**src/rtl/ffba_pkg.sv**
```systemverilog
`timescale 1ns / 1ps
`default_nettype none
package ffba_pkg;
    localparam int MAX_BLOCKS_DEF   = 64;
    localparam int HEADER_BYTES_DEF = 24;
    localparam int ALIGN_BYTES_DEF  = 16;
    localparam int W = 24;

    localparam logic       CMD_ALLOC   = 1'b0;
    localparam logic       CMD_RELEASE = 1'b1;
    localparam logic [1:0] ST_DONE     = 2'd0;
    localparam logic [1:0] ST_IGNORED  = 2'd1;
    localparam logic [1:0] ST_OOM      = 2'd2;
    localparam logic [1:0] ST_NO_BLOCK = 2'd3;
    localparam logic       REG_MIN_EXTEND = 1'b0;
    localparam logic       REG_POOL_LIMIT = 1'b1;

    typedef enum logic [3:0] {
        S_IDLE, S_SCAN, S_SCAN_W, S_GROW, S_SPLIT_SH, S_SPLIT_W, S_OFFS,
        S_MERGE_RD, S_MERGE_SH, S_PREV_RD, S_PREV_CHK, S_OUT
    } t_state;
endpackage
`default_nettype wire

```
**src/rtl/ffba_if.sv**
```systemverilog
`timescale 1ns / 1ps
`default_nettype none
interface ffba_req_if;
    logic        valid;
    logic        ready;
    logic        command;
    logic [23:0] request_bytes;
    logic [23:0] payload_address;
    modport source (output valid, command, request_bytes, payload_address, input ready);
    modport sink   (input valid, command, request_bytes, payload_address, output ready);
endinterface

interface ffba_rsp_if;
    logic        valid;
    logic        ready;
    logic [23:0] granted_address;
    logic [1:0]  status;
    modport source (output valid, granted_address, status, input ready);
    modport sink   (input valid, granted_address, status, output ready);
endinterface

interface ffba_cfg_if;
    logic        valid;
    logic        ready;
    logic [0:0]  index;
    logic [23:0] data;
    modport source (output valid, index, data, input ready);
    modport sink   (input valid, index, data, output ready);
endinterface
`default_nettype wire

```
**src/rtl/first_fit_block_allocator_core.sv**
```systemverilog
// An ignored request goes straight from idle to the output state, which then sets the
// output valid register; any other request walks the block table: scan, shift and offset
// walk each read the block memory entry by entry.
// Requests are handled one at a time, sequentially.
// A result waits in the output register; the next request waits until it is taken.
// Reset (synchronous, active low) empties the table, zeroes pool length, restores config.
`timescale 1ns / 1ps
`default_nettype none
module first_fit_block_allocator_core #(
    parameter int MAX_BLOCKS   = ffba_pkg::MAX_BLOCKS_DEF,
    parameter int HEADER_BYTES = ffba_pkg::HEADER_BYTES_DEF,
    parameter int ALIGN_BYTES  = ffba_pkg::ALIGN_BYTES_DEF
) (
    input  wire logic i_clk,
    input  wire logic i_rst_n,
    ffba_req_if.sink  i_req,
    ffba_rsp_if.source o_rsp,
    ffba_cfg_if.sink  i_cfg
);
    localparam int AW = $clog2(MAX_BLOCKS);
    localparam int CW = $clog2(MAX_BLOCKS + 1);
    localparam int W  = ffba_pkg::W;
    localparam logic [W+1:0] HDR = (W+2)'(HEADER_BYTES);
    localparam logic [W+1:0] AMASK = (W+2)'(ALIGN_BYTES - 1);
    localparam logic [W+1:0] SPLIT_MIN = (W+2)'(HEADER_BYTES + ALIGN_BYTES);
    localparam logic [CW-1:0] MAXC = CW'(MAX_BLOCKS);

    // block memory: {free, size}
    logic [W:0] mem [MAX_BLOCKS];
    logic [AW-1:0] rd_addr, wr_addr;
    logic          wr_en;
    logic [W:0]    wr_data, rd_q;
    always_ff @(posedge i_clk) begin
        if (wr_en) mem[wr_addr] <= wr_data;
        rd_q <= mem[rd_addr];
    end

    ffba_pkg::t_state r_state, n_state;
    logic [CW-1:0] r_count, n_count;
    logic [W-1:0]  r_used, n_used, r_min_ext, r_limit;
    logic [CW-1:0] r_i, n_i;          // walk index
    logic [AW-1:0] r_tgt, n_tgt;      // block being granted or released
    logic [W+1:0]  r_off, n_off;      // running offset
    logic [W+1:0]  r_sz, n_sz;        // aligned request
    logic [W+1:0]  r_rem, n_rem;      // split remainder, header included
    logic [W-1:0]  r_cur, n_cur;      // size of target block
    logic          r_cmd, n_cmd, r_first, n_first;
    logic [W-1:0]  r_addr, n_addr, r_oaddr, n_oaddr;
    logic [1:0]    r_ost, n_ost;
    logic          r_ovld, n_ovld;

    wire req_fire = i_req.valid && i_req.ready;
    assign i_req.ready = (r_state == ffba_pkg::S_IDLE) && !r_ovld;
    assign i_cfg.ready = 1'b1;
    assign o_rsp.valid = r_ovld;
    assign o_rsp.granted_address = r_oaddr;
    assign o_rsp.status = r_ost;

    logic [W+1:0] req_al, ext_al, ext, used_sum;
    always_comb begin
        req_al = ((W+2)'(i_req.request_bytes) + AMASK) & ~AMASK;
        ext_al = (r_sz + HDR + AMASK) & ~AMASK;
        ext = (ext_al < (W+2)'(r_min_ext)) ? (W+2)'(r_min_ext) : ext_al;
        used_sum = (W+2)'(r_used) + ext;
    end

    always_ff @(posedge i_clk) begin
        if (!i_rst_n) begin
            r_state <= ffba_pkg::S_IDLE;
            r_count <= '0;
            r_used <= '0;
            r_ovld <= 1'b0;
            r_min_ext <= W'(4096);
            r_limit <= W'(1048576);
        end else begin
            r_state <= n_state;
            r_count <= n_count;
            r_used <= n_used;
            r_ovld <= n_ovld;
            if (i_cfg.valid) begin
                unique case (i_cfg.index)
                    ffba_pkg::REG_MIN_EXTEND: r_min_ext <= i_cfg.data;
                    ffba_pkg::REG_POOL_LIMIT: r_limit <= i_cfg.data;
                    default: ;
                endcase
            end
        end
        r_i <= n_i; r_tgt <= n_tgt; r_off <= n_off; r_sz <= n_sz; r_rem <= n_rem;
        r_cur <= n_cur; r_cmd <= n_cmd; r_first <= n_first;
        r_addr <= n_addr; r_oaddr <= n_oaddr; r_ost <= n_ost;
    end

    always_comb begin
        n_state = r_state; n_count = r_count; n_used = r_used; n_ovld = r_ovld;
        n_i = r_i; n_tgt = r_tgt; n_off = r_off; n_sz = r_sz; n_rem = r_rem;
        n_cur = r_cur; n_cmd = r_cmd; n_first = r_first;
        n_addr = r_addr; n_oaddr = r_oaddr; n_ost = r_ost;
        rd_addr = r_i[AW-1:0];
        wr_en = 1'b0; wr_addr = r_tgt; wr_data = rd_q;
        if (r_ovld && o_rsp.ready) n_ovld = 1'b0;
        unique case (r_state)
            ffba_pkg::S_IDLE: begin
                rd_addr = '0;
                if (req_fire) begin
                    n_cmd = i_req.command; n_addr = i_req.payload_address;
                    n_sz = req_al; n_i = '0; n_off = '0; n_first = 1'b1;
                    n_oaddr = '0;
                    if ((i_req.command == ffba_pkg::CMD_ALLOC && i_req.request_bytes == '0)
                        || (i_req.command == ffba_pkg::CMD_RELEASE
                            && i_req.payload_address == '0)) begin
                        n_ost = ffba_pkg::ST_IGNORED; n_state = ffba_pkg::S_OUT;
                    end else begin
                        n_state = ffba_pkg::S_SCAN;
                    end
                end
            end
            // memory addressed by r_i this cycle; data arrives next cycle
            ffba_pkg::S_SCAN: begin
                if (r_i >= r_count) begin
                    if (r_cmd == ffba_pkg::CMD_ALLOC) n_state = ffba_pkg::S_GROW;
                    else begin
                        n_ost = ffba_pkg::ST_NO_BLOCK; n_state = ffba_pkg::S_OUT;
                    end
                end else n_state = ffba_pkg::S_SCAN_W;
            end
            ffba_pkg::S_SCAN_W: begin
                if (r_cmd == ffba_pkg::CMD_ALLOC) begin
                    if (rd_q[W] && (W+2)'(rd_q[W-1:0]) >= r_sz) begin
                        n_tgt = r_i[AW-1:0]; n_cur = rd_q[W-1:0];
                        n_rem = (W+2)'(rd_q[W-1:0]) - r_sz;
                        n_state = ffba_pkg::S_SPLIT_SH;
                    end else begin
                        n_off = r_off + HDR + (W+2)'(rd_q[W-1:0]);
                        n_i = r_i + 1'b1; rd_addr = n_i[AW-1:0];
                        n_state = ffba_pkg::S_SCAN;
                    end
                end else begin
                    if (r_off + HDR == (W+2)'(r_addr)) begin
                        n_tgt = r_i[AW-1:0]; n_cur = rd_q[W-1:0];
                        wr_en = 1'b1; wr_addr = r_i[AW-1:0]; wr_data = {1'b1, rd_q[W-1:0]};
                        n_i = r_i + 1'b1; rd_addr = n_i[AW-1:0];
                        n_state = ffba_pkg::S_MERGE_RD;
                    end else begin
                        n_off = r_off + HDR + (W+2)'(rd_q[W-1:0]);
                        n_i = r_i + 1'b1; rd_addr = n_i[AW-1:0];
                        n_state = ffba_pkg::S_SCAN;
                    end
                end
            end
            ffba_pkg::S_GROW: begin
                if (r_count >= MAXC || used_sum > (W+2)'(r_limit)) begin
                    n_ost = ffba_pkg::ST_OOM; n_state = ffba_pkg::S_OUT;
                end else begin
                    n_tgt = r_count[AW-1:0];
                    n_cur = W'(ext - HDR);
                    n_rem = ext - HDR - r_sz;
                    n_used = used_sum[W-1:0];
                    n_count = r_count + 1'b1;
                    wr_en = 1'b1; wr_addr = r_count[AW-1:0];
                    wr_data = {1'b1, W'(ext - HDR)};
                    n_state = ffba_pkg::S_SPLIT_SH;
                end
            end
            // shift entries tgt+1..count-1 up by one from the top, put remainder at tgt+1, mark tgt used
            ffba_pkg::S_SPLIT_SH: begin
                if (r_rem >= SPLIT_MIN && r_count < MAXC) begin
                    if (r_first) begin
                        n_first = 1'b0; n_i = r_count;
                    end
                    if (n_i > CW'(r_tgt) + 1'b1) begin
                        rd_addr = AW'(n_i - 1'b1);
                        n_state = ffba_pkg::S_SPLIT_W;
                    end else begin
                        wr_en = 1'b1; wr_addr = r_tgt + 1'b1;
                        wr_data = {1'b1, W'(r_rem - HDR)};
                        n_count = r_count + 1'b1;
                        n_rem = '0;
                        n_state = ffba_pkg::S_SPLIT_SH;
                        n_cur = W'(r_sz);
                    end
                end else begin
                    wr_en = 1'b1; wr_addr = r_tgt; wr_data = {1'b0, r_cur};
                    n_i = '0; n_off = '0; rd_addr = '0;
                    n_state = ffba_pkg::S_OFFS;
                end
            end
            ffba_pkg::S_SPLIT_W: begin
                wr_en = 1'b1; wr_addr = r_i[AW-1:0]; wr_data = rd_q;
                n_i = r_i - 1'b1;
                n_state = ffba_pkg::S_SPLIT_SH;
            end
            // offset of tgt: sum over entries below it
            ffba_pkg::S_OFFS: begin
                if (r_first) begin
                    n_first = 1'b0; rd_addr = '0;
                end else if (r_i == CW'(r_tgt)) begin
                    n_oaddr = W'(r_off + HDR);
                    n_ost = ffba_pkg::ST_DONE; n_state = ffba_pkg::S_OUT;
                end else begin
                    n_off = r_off + HDR + (W+2)'(rd_q[W-1:0]);
                    n_i = r_i + 1'b1; rd_addr = n_i[AW-1:0];
                end
            end
            // r_i = tgt+1 is being read
            ffba_pkg::S_MERGE_RD: begin
                if (r_i >= r_count) begin
                    n_state = ffba_pkg::S_PREV_RD;
                end else begin
                    n_state = ffba_pkg::S_MERGE_SH; n_first = 1'b1;
                end
            end
            ffba_pkg::S_MERGE_SH: begin
                if (r_first) begin
                    n_first = 1'b0;
                    if (!rd_q[W]) n_state = ffba_pkg::S_PREV_RD;
                    else begin
                        n_cur = W'((W+2)'(r_cur) + HDR + (W+2)'(rd_q[W-1:0]));
                        wr_en = 1'b1; wr_addr = r_tgt;
                        wr_data = {1'b1, n_cur};
                        n_i = r_i + 1'b1; rd_addr = n_i[AW-1:0];
                    end
                end else if (r_i >= r_count) begin
                    n_count = r_count - 1'b1;
                    n_state = ffba_pkg::S_PREV_RD;
                end else begin
                    // copy entry i down to i-1
                    wr_en = 1'b1; wr_addr = AW'(r_i - 1'b1); wr_data = rd_q;
                    n_i = r_i + 1'b1; rd_addr = n_i[AW-1:0];
                end
            end
            ffba_pkg::S_PREV_RD: begin
                if (r_tgt == '0) begin
                    n_ost = ffba_pkg::ST_DONE; n_state = ffba_pkg::S_OUT;
                end else begin
                    rd_addr = r_tgt - 1'b1;
                    n_state = ffba_pkg::S_PREV_CHK;
                end
            end
            ffba_pkg::S_PREV_CHK: begin
                if (!rd_q[W]) begin
                    n_ost = ffba_pkg::ST_DONE; n_state = ffba_pkg::S_OUT;
                end else begin
                    // treat previous block as target and absorb the current one
                    n_cur = rd_q[W-1:0];
                    n_tgt = r_tgt - 1'b1;
                    n_i = CW'(r_tgt); rd_addr = r_tgt;
                    n_first = 1'b1;
                    n_state = ffba_pkg::S_MERGE_SH;
                end
            end
            ffba_pkg::S_OUT: begin
                if (!r_ovld) begin
                    n_ovld = 1'b1; n_state = ffba_pkg::S_IDLE;
                end
            end
            default: n_state = ffba_pkg::S_IDLE;
        endcase
    end
endmodule
`default_nettype wire

```
**src/flat_wrapper.sv**
```systemverilog
// flat-port wrapper written by rule: the top's interface ports become plain ports
module first_fit_block_allocator_core_flat 
#(
    parameter int MAX_BLOCKS   = ffba_pkg::MAX_BLOCKS_DEF,
    parameter int HEADER_BYTES = ffba_pkg::HEADER_BYTES_DEF,
    parameter int ALIGN_BYTES  = ffba_pkg::ALIGN_BYTES_DEF
)
  (i_clk, i_rst_n, i_req_valid, i_req_command, i_req_request_bytes, i_req_payload_address, i_req_ready, o_rsp_valid, o_rsp_granted_address, o_rsp_status, o_rsp_ready, i_cfg_valid, i_cfg_index, i_cfg_data, i_cfg_ready);
  ffba_req_if i_req_i ();
  ffba_rsp_if o_rsp_i ();
  ffba_cfg_if i_cfg_i ();
  input  wire logic i_clk;
  input  wire logic i_rst_n;
  input wire logic [$bits(i_req_i.valid)-1:0] i_req_valid;
  input wire logic [$bits(i_req_i.command)-1:0] i_req_command;
  input wire logic [$bits(i_req_i.request_bytes)-1:0] i_req_request_bytes;
  input wire logic [$bits(i_req_i.payload_address)-1:0] i_req_payload_address;
  output wire logic [$bits(i_req_i.ready)-1:0] i_req_ready;
  output wire logic [$bits(o_rsp_i.valid)-1:0] o_rsp_valid;
  output wire logic [$bits(o_rsp_i.granted_address)-1:0] o_rsp_granted_address;
  output wire logic [$bits(o_rsp_i.status)-1:0] o_rsp_status;
  input wire logic [$bits(o_rsp_i.ready)-1:0] o_rsp_ready;
  input wire logic [$bits(i_cfg_i.valid)-1:0] i_cfg_valid;
  input wire logic [$bits(i_cfg_i.index)-1:0] i_cfg_index;
  input wire logic [$bits(i_cfg_i.data)-1:0] i_cfg_data;
  output wire logic [$bits(i_cfg_i.ready)-1:0] i_cfg_ready;
  assign i_req_i.valid = i_req_valid;
  assign i_req_i.command = i_req_command;
  assign i_req_i.request_bytes = i_req_request_bytes;
  assign i_req_i.payload_address = i_req_payload_address;
  assign i_req_ready = i_req_i.ready;
  assign o_rsp_valid = o_rsp_i.valid;
  assign o_rsp_granted_address = o_rsp_i.granted_address;
  assign o_rsp_status = o_rsp_i.status;
  assign o_rsp_i.ready = o_rsp_ready;
  assign i_cfg_i.valid = i_cfg_valid;
  assign i_cfg_i.index = i_cfg_index;
  assign i_cfg_i.data = i_cfg_data;
  assign i_cfg_ready = i_cfg_i.ready;
  first_fit_block_allocator_core #(.MAX_BLOCKS(MAX_BLOCKS), .HEADER_BYTES(HEADER_BYTES), .ALIGN_BYTES(ALIGN_BYTES)) u_core (.i_clk(i_clk), .i_rst_n(i_rst_n), .i_req(i_req_i), .o_rsp(o_rsp_i), .i_cfg(i_cfg_i));
endmodule
```
**config.mk**
```make
export PLATFORM = sky130hd
export DESIGN_NAME = first_fit_block_allocator_core_flat
export DESIGN_NICKNAME = d
export VERILOG_FILES = /design/src/rtl/ffba_pkg.sv /design/src/rtl/ffba_if.sv /design/src/rtl/first_fit_block_allocator_core.sv /design/src/flat_wrapper.sv
export SDC_FILE = /design/constraint.sdc
export NUM_CORES = 2
export LEC_CHECK = 0
export ABC_AREA = 1
export BUFFER_PORTS_ARGS = -buffer_cell sky130_fd_sc_hd__buf_2
export CORE_MARGIN = 2
export CORE_UTILIZATION = 57
export CTS_CLUSTER_SIZE = 12
export DETAILED_ROUTE_END_ITERATION = 16
export PLACE_DENSITY = 0.87
export SLEW_MARGIN = 20
export SYNTH_ARGS = -nofsm -noshare
export SYNTH_HDL_FRONTEND = slang
export SYNTH_SLANG_ARGS = --single-unit
```
**constraint.sdc**
```tcl
create_clock -name i_clk -period 11 [get_ports i_clk]
set_input_delay 0 -clock i_clk [delete_from_list [all_inputs] [get_ports i_clk]]
set_output_delay 0 -clock i_clk [all_outputs]
set_load 0.005 [all_outputs]
```
======== Word-level counts from Yosys, hierarchy flattened ========
Memory sizes are Yosys's and may differ from the RTL's. A register that Yosys moved wholly into a read port is not among the register bits.
Index checks and enable logic that the tools add are counted.
Widths: inputs -> output; s select.
storage, ports and cells
  register bits after elaboration ......... 247
  memory bits (writable) .................. 1600
  output and inout port bits .............. 29
  word-level logic and storage cells ...... 261
  memories ................................ 1
memory list
  memory      words  bits a word  rd ports  clocked after memory_dff  wr ports  line                                  RTL
  u_core.mem  64     25           1         1                         1         first_fit_block_allocator_core.sv:29  logic [W:0] mem [MAX_BLOCKS];
operators by class
  $add $sub $neg .......................... 20
  magnitude comparators ................... 8
  eq/ne operators ......................... 44
  mux-type cells .......................... 130
  bitwise operators ....................... 3
  reductions and logical operators ........ 38
operators with widths
  operator               number
  $mux 26                13
  $mux 24                12
  $mux 25                7
  $mux 6                 21
  $mux 7                 18
  $pmux 24 s5            1
  $pmux 26 s4            1
  $pmux 25 s4            1
  $pmux 26 s3            1
  $add 26x5->26 const B  2
  $pmux 7 s7             1
  $logic_not 24->1       2
  $mux 4                 12
  $pmux 24 s2            1
  $pmux 4 s12            1
  $pmux 6 s7             1
  $pmux 6 s5             1
  $add 24x26->26         1
  $add 26x24->26         1
  $add 26x4->26 const B  1
  $eq 26x24->1           1
  $ge 24x26->1           1
  $ge 26x6->1 const B    1
  $gt 26x24->1           1
  56 further kinds       140

======== Depth between registers and ports, before layout ========
  word-level depth ........................ 11
  mapped depth ............................ 51
  mapped depth without buffers ............ 48

======== Least setup slack after synthesis ========
No wires, ideal clock.
  path kind ............................... reg2reg
  start ................................... register u_core.r_sz[5]
  end ..................................... register u_core.r_rem[0], enable pin
  setup time .............................. 551 ps
  arrival ................................. 10576 ps
  slack ................................... -127 ps
  stages on the path, launching flop included .. 45
  path buffers ............................ 4
  period minus slack after synthesis ...... 11127 ps
  path through ............................ edfxtp_1 > ha_1 > nand2_1 > nor2_1 > nand2_1 > nor2_2 > inv_1 > nor4_1 > nand2_1 > nor3_1 > xor2_1 > ha_1 > a21oi_1 > o2111ai_1 > nor2_2 > nand2_2 > buf_4 > clkbuf_1 > (+9 left out) > a21oi_1 > o21ai_0 > xor2_1 > ha_1 > nand2_1 > inv_1 > nand3_1 > a31o_2 > o2111ai_1 > a21oi_1 > o21ai_0 > a21oi_1 > nand3_4 > buf_6 > nand2_4 > inv_1 > buf_2 > a2111oi_0
on the way
  word-level cells in the longest chain between the ends .. 9
  elaborated cells between the ends (all ways) .. 12
ends and longest elaborated chain
  element                              line                                   RTL
  from (decl)                          first_fit_block_allocator_core.sv:44   logic [W+1:0] r_sz, n_sz;
  from (signal assigned)               first_fit_block_allocator_core.sv:88   r_i <= n_i; r_tgt <= n_tgt; r_off <= n_off; r_sz <= n_sz; r_rem <= n_rem;
  $add 26x5->26 *                      first_fit_block_allocator_core.sv:62   ext_al = (r_sz + HDR + AMASK) & ~AMASK;
  $add 26x4->26 *                      first_fit_block_allocator_core.sv:62
  $lt 26x24->1                         first_fit_block_allocator_core.sv:63   ext = (ext_al < (W+2)'(r_min_ext)) ? (W+2)'(r_min_ext) : ext_al;
  $mux 26 *                            first_fit_block_allocator_core.sv:63
  $add 24x26->26 *                     first_fit_block_allocator_core.sv:64   used_sum = (W+2)'(r_used) + ext;
  named net u_core.used_sum[12]        first_fit_block_allocator_core.sv:59   logic [W+1:0] req_al, ext_al, ext, used_sum;
  $gt 26x24->1 *                       first_fit_block_allocator_core.sv:151  if (r_count >= MAXC || used_sum > (W+2)'(r_limit)) begin
  $logic_or 1x1->1 *                   first_fit_block_allocator_core.sv:151
  $ne 2x2->1 (no source line) *        n/a
  $reduce_and 6->1 (no source line) *  n/a
  to (signal assigned)                 first_fit_block_allocator_core.sv:88
  to (decl)                            first_fit_block_allocator_core.sv:45   logic [W+1:0] r_rem, n_rem;
The timed path passes the listed nets; every way through them passes the cells marked *.
A chain may end at the register's enable or synchronous reset.

======== Final worst setup path ========
  start ................................... register u_core.r_sz[5]
  end ..................................... memory u_core.mem[11][12] in the netlist's numbering, enable pin
on the way
  word-level cells in the longest chain between the ends .. 11
  elaborated cells between the ends (all ways) .. 13
ends and longest elaborated chain
  element                       line                                   RTL
  $add 26x5->26 *               first_fit_block_allocator_core.sv:62
  $add 26x4->26 *               first_fit_block_allocator_core.sv:62
  $lt 26x24->1                  first_fit_block_allocator_core.sv:63
  $mux 26 *                     first_fit_block_allocator_core.sv:63
  $add 24x26->26 *              first_fit_block_allocator_core.sv:64
  named net u_core.used_sum[6]  first_fit_block_allocator_core.sv:59
  $gt 26x24->1 *                first_fit_block_allocator_core.sv:151
  $logic_or 1x1->1 *            first_fit_block_allocator_core.sv:151
  $mux 1                        first_fit_block_allocator_core.sv:151
  $pmux 1 s5                    first_fit_block_allocator_core.sv:101  unique case (r_state)
  $mux 1                        first_fit_block_allocator_core.sv:34   if (wr_en) mem[wr_addr] <= wr_data;
  $mux 1 (implied by the code)  first_fit_block_allocator_core.sv:34
  to (decl)                     first_fit_block_allocator_core.sv:29
Marks and branches as above.

==> metrics.md <==
| Metric | Value |
|---|---|
| Final Cell Area | `98480 um^2` |
| H-Tree Depth | `4` |
| CP Launch Type | `flip-flop` |
| Fraction of layout cells with a size suffix above 1 | `13.73%` |
| Final min period | `10.05 ns` |
| Tcrit/Tclk final | `91.36%` |
| Final Setup Violations | `0` |
| GRT Util Overall | `33.66%` |
| Post-synthesis xor/xnor area fraction | `1.649%` |
| CTS max path bufs | `3` |
| F_max | `0.09951 GHz` |
| Critical Path AT | `10.53 ns` |
| Die ar. | `157700 um^2` |
| Largest family of logic cells by synthesized area | `simple AND/OR/NAND/NOR gates` |
| Post-Place Cell Area | `91270 um^2` |
| Post-synth EDFFs | `1762` |
| Post-Syn Instances | `7774` |
| Setup TNS | `0 ns` |
| Post-CTS Setup Repair Bufs | `0` |
| Most used cell along the critical path | `nand2_1` |
| Via count of the first global-routing pass | `64300` |
| Crit Path Max Fanout | `42` |
| Max Slew Vio Count | `0` |
| WHS Path Cells | `3` |
| CTS buffer count | `188` |
| Synth cell types | `73` |
| Ys Warns | `0` |
| # fillers | `10600` |
| Remaining antenna violation count | `0` |
| FF+latch count, synth | `1871` |
| Initial Utilization | `57.31%` |
| Max Cap Violations | `0` |
| DRC | `0` |
| Setup Skew | `0.08310 ns` |
| Status | `finished, final reports clean` |
| Synth Area in Compound Gates | `12.32%` |
| Via count | `66040` |
| Crit. End Element | `flip-flop` |
| Post-DP HPWL | `165800 um` |
| Area Overhead vs Synth | `11.81%` |
| Antenna violations before repair | `12` |
| Hold Path Class | `in -> reg` |
| Seq/Total Area, Yosys | `62.56%` |
| Multiplexer area fraction after synthesis | `0%` |
| Syn avg cell area | `11.33 um^2` |
| CTS tree | `done` |
| I/O pin count | `108` |
| Router iterations before antenna repair | `9` |
| Post-Synth Adder-Cell Area | `3.063%` |
| Skew-Pair Late Insertion Delay | `0.86 ns` |
| Critical Path Max Stage Delay | `0.63 ns` |
| Cell Area, Synth | `88070 um^2` |
| Setup Crit Path Kind | `reg -> reg` |
| Clk Tree Root Cell | `clkbuf_16` |
| Fin. Hold Viols | `0` |
| Slew @ Worst Pin | `1.170 ns` |
| Die height | `397.1 um` |
| Core area | `153700 um^2` |
| Via density | `6.541` |
| Final non-filler cell total | `10100` |
| Reg2reg path depth | `45` |
| Post-Route WL | `269600 um` |
| CP max stage cell | `nor2_2` |
| Slew headroom | `19.98%` |
| Worst Path Required | `11.48 ns` |
| Synth Area in Simple Gates | `15.54%` |
| Register area | `55090 um^2` |
| Die Span X | `397.1 um` |
| Global-route wire length before repair | `399800 um` |
| Syn nets | `8065` |
| # rows | `144` |
| Ys async rst share | `0%` |
| Pin count of the biggest net entering global routing | `215` |
| Drt wl/cell | `26.70 um` |
| Synth Flop Type | `edfxtp_1` |
| Clock transition at path regs | `0.07 ns` |
| Global route overflow | `0` |
| RSZ-0062 raised after global routing | `false` |
| Multi-input gate area | `29200 um^2` |
| # port buffers | `106` |
| First DRT Iteration DRCs | `10430` |
| Layout Nets | `8244` |
| Placer Congestion | `1.000` |
| CTS Sinks | `1871` |
| Placed cells | `9657` |
-- flip-flops by register name, indices dropped and copies added, names as in the netlist, 2 cells and up --
name	count
u_core.r_tgt	6
u_core.r_rem	26
u_core.r_sz	21
u_core.r_min_ext	24
u_core.r_count	7
u_core.r_limit	24
u_core.mem	1600
u_core.rd_q	25
u_core.r_addr	24
u_core.r_state	4
u_core.r_i	7
u_core.r_off	26
u_core.o_rsp.granted_address	24
u_core.o_rsp.status	2
u_core.r_used	24
u_core.r_cur	24
-- worst max-delay path: cells and delay by family, from the launching register on --
family	cells	cell delay [ns]
XOR/XNOR	2	0.46
AND/OR/NAND/NOR	22	4.69
flip-flops	1	0.49
adder cells (fa/ha/maj)	5	1.38
AO/OA/AOI/OAI	10	1.72
buffers and inverters	6	0.91
-- placed cells by master (no fill, tap or decap), types with 18 or more instances in the layout --
cell type,instances
or2_2,404
o21ai_0,291
or2_0,25
nand2_2,19
o211ai_1,833
ha_1,206
clkbuf_16,192
o2111ai_1,23
clkbuf_1,42
nand2_1,743
dfxtp_1,109
nand3_2,22
nand4_1,47
nor2_1,349
inv_1,647
edfxtp_1,1762
or2_1,171
nor4_1,27
nand3_1,841
o221ai_1,18
nor3_1,38
dlygate4sd3_1,149
xor2_1,127
a21oi_1,274
buf_4,159
nor2_2,69
a31oi_1,30
buf_2,106
xnor2_1,37
-- cell usage after synthesis, types with 22 or more instances --
master,n,share of area (%)
a31oi_1,34,0.24
nand3_2,22,0.25
a21oi_1,280,1.6
or2_0,25,0.18
nor4_1,28,0.20
nand4_1,47,0.33
edfxtp_1,1762,60
buf_1,35,0.15
o211ai_1,833,7.1
o21ai_0,292,1.7
ha_1,206,2.9
or2_2,404,2.9
nand3_1,841,4.8
nand2_1,746,3.2
inv_1,649,2.8
o2111ai_1,23,0.23
nor3_1,38,0.22
xnor2_1,37,0.37
nor2_1,414,1.8
xor2_1,127,1.3
or2_1,171,1.2
dfxtp_1,109,2.5
clkbuf_1,303,1.3
buf_2,91,0.52
-- timing repair --
| item | 4_1_cts | 5_1_grt |
|---|---|---|
| resized for setup | 0 | 0 |
| hold buffers | 149 | 0 |
| hold endpoints to repair | 132 | 0 |
-- metal layers --
layer | GRT usage [%] | share of wire, % | vias to the layer above
met1 | 42.32 | 35 | 31470
met2 | 52.92 | 46 | 4953
met3 | 7.655 | 12 | 952
li1 | - | - | 28660
met5 | 0 | 0.024 | -
met4 | 21.38 | 7.3 | 10
-- cell type report --
type	instances	area share, %
multi-input combinational	4800	29.65
inverter	669	2.575
sequential	1871	55.95
clock buffer	237	5.081
clock inverter	51	0.6874
timing repair buffer	423	3.456
antenna	2	0.005082
tap	2044	2.597
-- metrics by stage --
| stage | util [%] | setup slack (ns) | hold WS, ns |
|---|---|---|---|
| detailed placement | 59.39 | 1.202 | 0.1934 |
| global placement | 59.39 | 1.346 | 0.1965 |
| floorplan | - | 0.1930 | 0.09887 |
| CTS | 64.05 | 1.114 | 0.0008185 |
| finish | 64.08 | 0.9507 | 0.01974 |
| global route | 64.07 | 0.2038 | 0.05267 |
-- worst paths after layout --
kind	start	end	slack, ns
worst max-delay path	u_core.r_sz[5]	u_core.mem[11][12]	0.95
worst min-delay path	i_req_valid	u_core.r_cmd	0.02
worst max register to register	u_core.r_sz[5]	u_core.mem[11][12]	0.95
worst min register to register	u_core.r_min_ext[6]	u_core.r_min_ext[6]	0.49
-- cells by family after synthesis --
group / Yosys count
AND/OR/NAND/NOR: 2795
flip-flops: 1871
other: 1
adder cells (fa/ha/maj): 212
XOR/XNOR: 165
AO/OA/AOI/OAI: 1627
buffers and inverters: 1103
Power is left out: the tool's default activity adds up to more than one toggle a clock period on the data nets, which glitch-free logic cannot reach.
